==> src/rtl/core/sdec_pkg.sv <==
// ----------------------------------------------------------------------------
// Snappy decompressor package
// Shared types, status codes and command layout for the front and back parts.
// ----------------------------------------------------------------------------
package sdec_pkg;

  // Block status codes carried on the final result of a block.
  localparam logic [2:0] STAT_RUN      = 3'd0;
  localparam logic [2:0] STAT_OK       = 3'd1;
  localparam logic [2:0] STAT_TRUNC    = 3'd2;
  localparam logic [2:0] STAT_OFFSET   = 3'd3;
  localparam logic [2:0] STAT_LENGTH   = 3'd4;
  localparam logic [2:0] STAT_PREAMBLE = 3'd5;

  // Command kinds passed from the parser to the output engine.
  localparam logic [1:0] CMD_STAT = 2'd0;
  localparam logic [1:0] CMD_LIT  = 2'd1;
  localparam logic [1:0] CMD_COPY = 2'd2;

  // Command queue depth.
  localparam int QDepth = 4;
  localparam int QAw    = 2;

  // Largest value of a 31-bit length.
  localparam logic [30:0] LenMax = 31'h7fffffff;

  typedef struct packed {
    logic [1:0]  kind;
    logic [7:0]  data;
    logic [15:0] off;
    logic [6:0]  len;
    logic        eob;
    logic [2:0]  status;
  } sdec_cmd_t;

  // Number of extra bytes that follow a tag byte.
  function automatic logic [2:0] extra_needed(input logic [7:0] tag);
    logic [2:0] n;
    case (tag[1:0])
      2'd0:    n = 3'(tag[7:2] - 6'd59);
      2'd1:    n = 3'd1;
      2'd2:    n = 3'd2;
      default: n = 3'd4;
    endcase
    return n;
  endfunction

endpackage

==> src/rtl/core/sdec_cmd_fifo.sv <==
// ----------------------------------------------------------------------------
// Snappy decompressor command queue
// A short queue between the parser and the output engine.
// ----------------------------------------------------------------------------
module sdec_cmd_fifo import sdec_pkg::*; (
  input  logic      clk_i,
  input  logic      rst_ni,
  input  logic      push_i,
  input  sdec_cmd_t cmd_i,
  input  logic      pop_i,
  output sdec_cmd_t cmd_o,
  output logic      empty_o,
  output logic      full_o
);

  sdec_cmd_t        slot_q [QDepth];
  logic [QAw-1:0]   wptr_q, rptr_q;
  logic [QAw:0]     cnt_q;

  assign empty_o = (cnt_q == '0);
  assign full_o  = (cnt_q == (QAw+1)'(QDepth));
  assign cmd_o   = slot_q[rptr_q];

  // Storage.
  always_ff @(posedge clk_i) begin
    if (push_i) begin
      slot_q[wptr_q] <= cmd_i;
    end
  end

  // Pointers and fill count.
  always_ff @(posedge clk_i or negedge rst_ni) begin
    if (!rst_ni) begin
      wptr_q <= '0;
      rptr_q <= '0;
      cnt_q  <= '0;
    end else begin
      if (push_i) begin
        wptr_q <= wptr_q + 1'b1;
      end
      if (pop_i) begin
        rptr_q <= rptr_q + 1'b1;
      end
      if (push_i && !pop_i) begin
        cnt_q <= cnt_q + 1'b1;
      end else if (!push_i && pop_i) begin
        cnt_q <= cnt_q - 1'b1;
      end
    end
  end

endmodule

==> config.mk <==
export PLATFORM = sky130hd
export DESIGN_NAME = sdec_cmd_fifo
export DESIGN_NICKNAME = d
export VERILOG_FILES = /design/src/rtl/core/sdec_pkg.sv /design/src/rtl/core/sdec_cmd_fifo.sv
export SDC_FILE = /design/constraint.sdc
export NUM_CORES = 1
export LEC_CHECK = 0
export BUFFER_PORTS_ARGS = -buffer_cell sky130_fd_sc_hd__buf_2
export CELL_PAD_IN_SITES_DETAIL_PLACEMENT = 1
export CELL_PAD_IN_SITES_GLOBAL_PLACEMENT = 1
export CORE_AREA = 8 8 179 96
export CTS_BUF_LIST = sky130_fd_sc_hd__clkbuf_8
export DETAILED_ROUTE_END_ITERATION = 8
export DIE_AREA = 0 0 187 104
export GPL_TIMING_DRIVEN = 0
export HOLD_SLACK_MARGIN = 0.15
export PLACE_DENSITY_LB_ADDON = 0.1
export SLEW_MARGIN = 20
export SYNTH_ARGS = -nofsm -noshare
export SYNTH_HDL_FRONTEND = slang
export SYNTH_SLANG_ARGS = --single-unit
==> constraint.sdc <==
create_clock -name clk_i -period 1.8 [get_ports clk_i]
set_input_delay 0.54 -clock clk_i [delete_from_list [all_inputs] [get_ports clk_i]]
set_output_delay 0.54 -clock clk_i [all_outputs]
set_load 0.02 [all_outputs]
; ---- Word-level counts from Yosys, hierarchy flattened
; Memory sizes are Yosys's and may differ from the RTL's.
; Cells that the tools add are included.
[word_totals]
mem_bits_rw = 148
n_memories = 1
output_inout_bits = 39
word_cells = 19
reg_bits = 7
[mem_list]
columns = name, words, width, read_ports, rd_ports_with_merged_regs, wr, line
row1 = slot_q, 4, 37, 1, 0, 1, sdec_cmd_fifo.sv:16  ; sdec_cmd_t slot_q [QDepth];
[classes]
mux = 4
n_reduce_logical = 6
add_sub_neg = 4
n_eq_ne = 1
[op_table]
columns = op, n
row1 = two-way mux 3 bit, 2
row2 = adder 2 x 1 -> 2 bit (second input constant), 2
row3 = adder 3 x 1 -> 3 bit (second input constant), 1
row4 = equality test 3 bit (second input constant), 1
row5 = zero test 3 bit, 1
row6 = subtractor 3 x 1 -> 3 bit (second input constant), 1
row7 = logical AND 1 bit, 2
row8 = zero test 1 bit, 2
row9 = two-way mux 1 bit, 2
row10 = nonzero test 2 bit, 1

; ---- Depth between registers and ports, before layout
[logic_depth]
depth_word = 4
mapped_depth = 7

; ---- Worst setup path before layout
; OpenSTA, ideal clock, no wires.
[synth_path]
kind = register to register
from = reg wptr_q[0]
to = mem slot_q[2][0] in the netlist's numbering (enable)
stages_incl_launch_ff = 4
required_time_ns = 1.402
path_buffers = 0
arrival_time_ns = 1.516
slack_ns = -0.114
setup_ns = 0.398
synth_period_minus_slack_ns = 1.914
path_cell_list = dfrtp_1 > inv_1 > ha_1 > and2_1
[synth_rtl]
columns = element, line
row1 = "start, declared", sdec_cmd_fifo.sv:17  ; logic [QAw-1:0] wptr_q, rptr_q;
row2 = "start signal, assigned", sdec_cmd_fifo.sv:39  ; wptr_q <= wptr_q + 1'b1;
row3 = "end, declared", sdec_cmd_fifo.sv:16
; No word-level cell before the write port.

==> metrics <==
status finished with violations; failing checks negative setup slack; CP Max Fanout 5; share of cells above drive strength 1 49.0%; total global-route track usage 12.0%; Initial Util 38.5%; Worst-path clk slew 0.08 ns; Net Count, Synth 274; DR pass1 iterations 4; area share of the largest cell type after synthesis 77.6%; Synth Warn # 0; cell area after synthesis 0.00572 mm²; Max Freq 423 MHz; Setup WS pre-CTS -0.304 ns; Post-DP HPWL 6940 µm; I/O Buffers 79; largest buffer count on any clock path 2; clock root buffer clkbuf_8; CTS Sinks 155; sw power 3.79 mW; Seq/Total Area, Yosys 80.7%; # H-tree levels 4; Clk pwr share 22.4%; commonest cells after routing, fill and taps aside 148 x edfxtp_1, 60 x buf_2, 37 x mux4_2; final setup fails 37; WP data arrival 1.82 ns; first-pass GRT wire length 17500 µm; multi-input combinational cell area 0.00105 mm²; Gate power share 36.4%; Slew headroom 59.1%; sw frac 31.5%; CP Capture Type output port; worst slew pin tran 0.613 ns; std cell rows 32; Crit Path Category reg2out; total grt overflow 0; max-cap violations 0; most common cell after layout, fill and taps aside edfxtp_1; Die Width 187 µm; via count 2623; sequential power share 41.2%; Placeable Area 0.0149 mm²; Static Leakage 2.46 nW; Hold WC Path Type in2reg; post-route ant nets 0; fin crit period 2.36 ns; initial antenna violation count 3; FF+latch count, synth 155; WL final 11400 µm; RSZ-0062 raised after global routing yes; final net count 379; Avg WL per Cell 20.7 µm; Worst Path Required 1.26 ns; Via density 4.77; VDD IR-drop max 0.708 mV; vias in the first global route 2952; Total Power 12.0 mW; DRT iter0 DRCs 123; Syn Area/Cell 25.2 µm²; die area 0.0194 mm²; gp weighted congestion 0.643; internal power 8.23 mW; post-synth cell types 19; period utilisation layout 131%; Post-Syn Instances 227; CTS Buf Count 17; Chip Height 104 µm; clk_lat worst skew 0.43 ns; Boundary Pins 80; largest net degree at the start of global routing 38; Fillers 1371; CTS tree built; Clock Skews 0.0144 ns; synth top area cells edfxtp_1 78%, mux4_2 15%, dfrtp_1 3.1%; Slew Limit Fails 0; # DRC 0; startpoint types flip-flop; Area Growth Syn to Fin 23.4%; final worst setup slack -0.564 ns; Storage cell area 0.00462 mm²; area leader, netlist edfxtp_1; Final Hold Viols 0; PD cells 1700 mW/mm²; Hold WS 0.313 ns
==> final cells by class <==
cell class,count,area share (%)
clock inverter,13,2.14
buffer,8,1.28
multi-input combinational,60,14.9
sequential,155,65.5
inverter,4,0.213
clock buffer,19,3.70
timing repair buffer,86,8.63
tap,204,3.61
antenna,1,0.0354
==> metal layers <==
| metal | share of wire, % | global-route usage, % | wire length [µm] | vias up |
|---|---|---|---|---|
| met5 | 0.16 | 0 | 18 | - |
| met2 | 43 | 17.1 | 4890 | 80 |
| li1 | - | - | - | 1161 |
| met4 | 0.99 | 3.89 | 112 | 4 |
| met3 | 6.0 | 5.19 | 684 | 16 |
| met1 | 50 | 16.3 | 5650 | 1362 |
==> power groups by stage <==
stage	logic, mW	registers, mW	clock network, mW
finish	4.38	4.95	2.69
global route	4.72	5.01	2.90
CTS	4.03	4.96	2.77
detailed placement	3.78	5.04	0
global placement	3.76	5.00	0
floorplan	2.60	4.94	0
==> worst max-delay path, stage by stage (launching register included) <==
cell and delay (ns):
dfrtp_2 0.42, buf_12 0.15, buf_12 0.13, mux4_2 0.54, buf_6 0.16
==> worst paths after layout <==
check / startpoint / endpoint / slack [ns] / depth (start not counted)
max in group asynchronous: rst_ni / rptr_q[0]$_DFFE_PN0P_ / 1.16 / 2
hold / removal: cmd_i[29] / slot_q[3][29]$_DFFE_PP_ / 0.31 / 1
min in group asynchronous: rst_ni / cnt_q[1]$_DFFE_PN0P_ / 0.46 / 2
hold reg to reg: cnt_q[2]$_DFFE_PN0P_ / cnt_q[2]$_DFFE_PN0P_ / 0.52 / 1
setup reg to reg: wptr_q[0]$_DFFE_PN0P_ / slot_q[0][21]$_DFFE_PP_ / 0.20 / 3
setup / recovery: rptr_q[0]$_DFFE_PN0P_ / cmd_o[18] / -0.56 / 4
==> cells by family (layout without fill, tap and decap cells) <==
group,count (synthesis),in the layout,synth area share [%]
adders and majority gates,6,6,1.44
and+or+nand+nor,9,9,0.852
xor gates and xnor gates,6,6,0.918
muxes,38,38,14.8
other,0,1,0
buffers and inverters,12,130,1.25
AOI/OAI and AO/OA,1,1,0.0873
DFF,155,155,80.7
==> stage by stage <==
step / area [µm²] / TNS, ns / util, % / std cells
floorplan: 5730 / -0.0379 / - / 227
global placement: 6380 / -43.58 / 43.0 / 510
detailed placement: 6380 / -44.89 / 43.0 / 510
CTS: 6900 / -21.26 / 46.5 / 545
global route: 7060 / -22.69 / 47.5 / 550
finish: 7060 / -19.24 / 47.5 / 550
==> cell usage after synthesis, drive strengths merged <==
library cell and count:
and2 4, buf 7, clkbuf 1, dfrtp 7
edfxtp 148, fa 1, ha 5, inv 4
mux2 1, mux4 37, nand2 2, nor2 1
nor3 1, nor3b 1, o21ai 1, xnor2 2
xor2 4
==> state kept, by name (all words and copies together) (netlist names) <==
register / cells
cnt_q: 3
rptr_q: 2
slot_q: 148
wptr_q: 2
==> what timing repair did <==
| action | CTS | global route |
|---|---|---|
| gates resized for setup | 24 | 31 |
| hold buffers | 1 | 0 |
| buffers inserted | 2 | 2 |
| endpoints found under the setup margin | 187 | 39 |
| cloned | 0 | 2 |
| endpoints found under the hold margin | 7 | 0 |
Note: power is estimated with default switching activity, not from simulation.
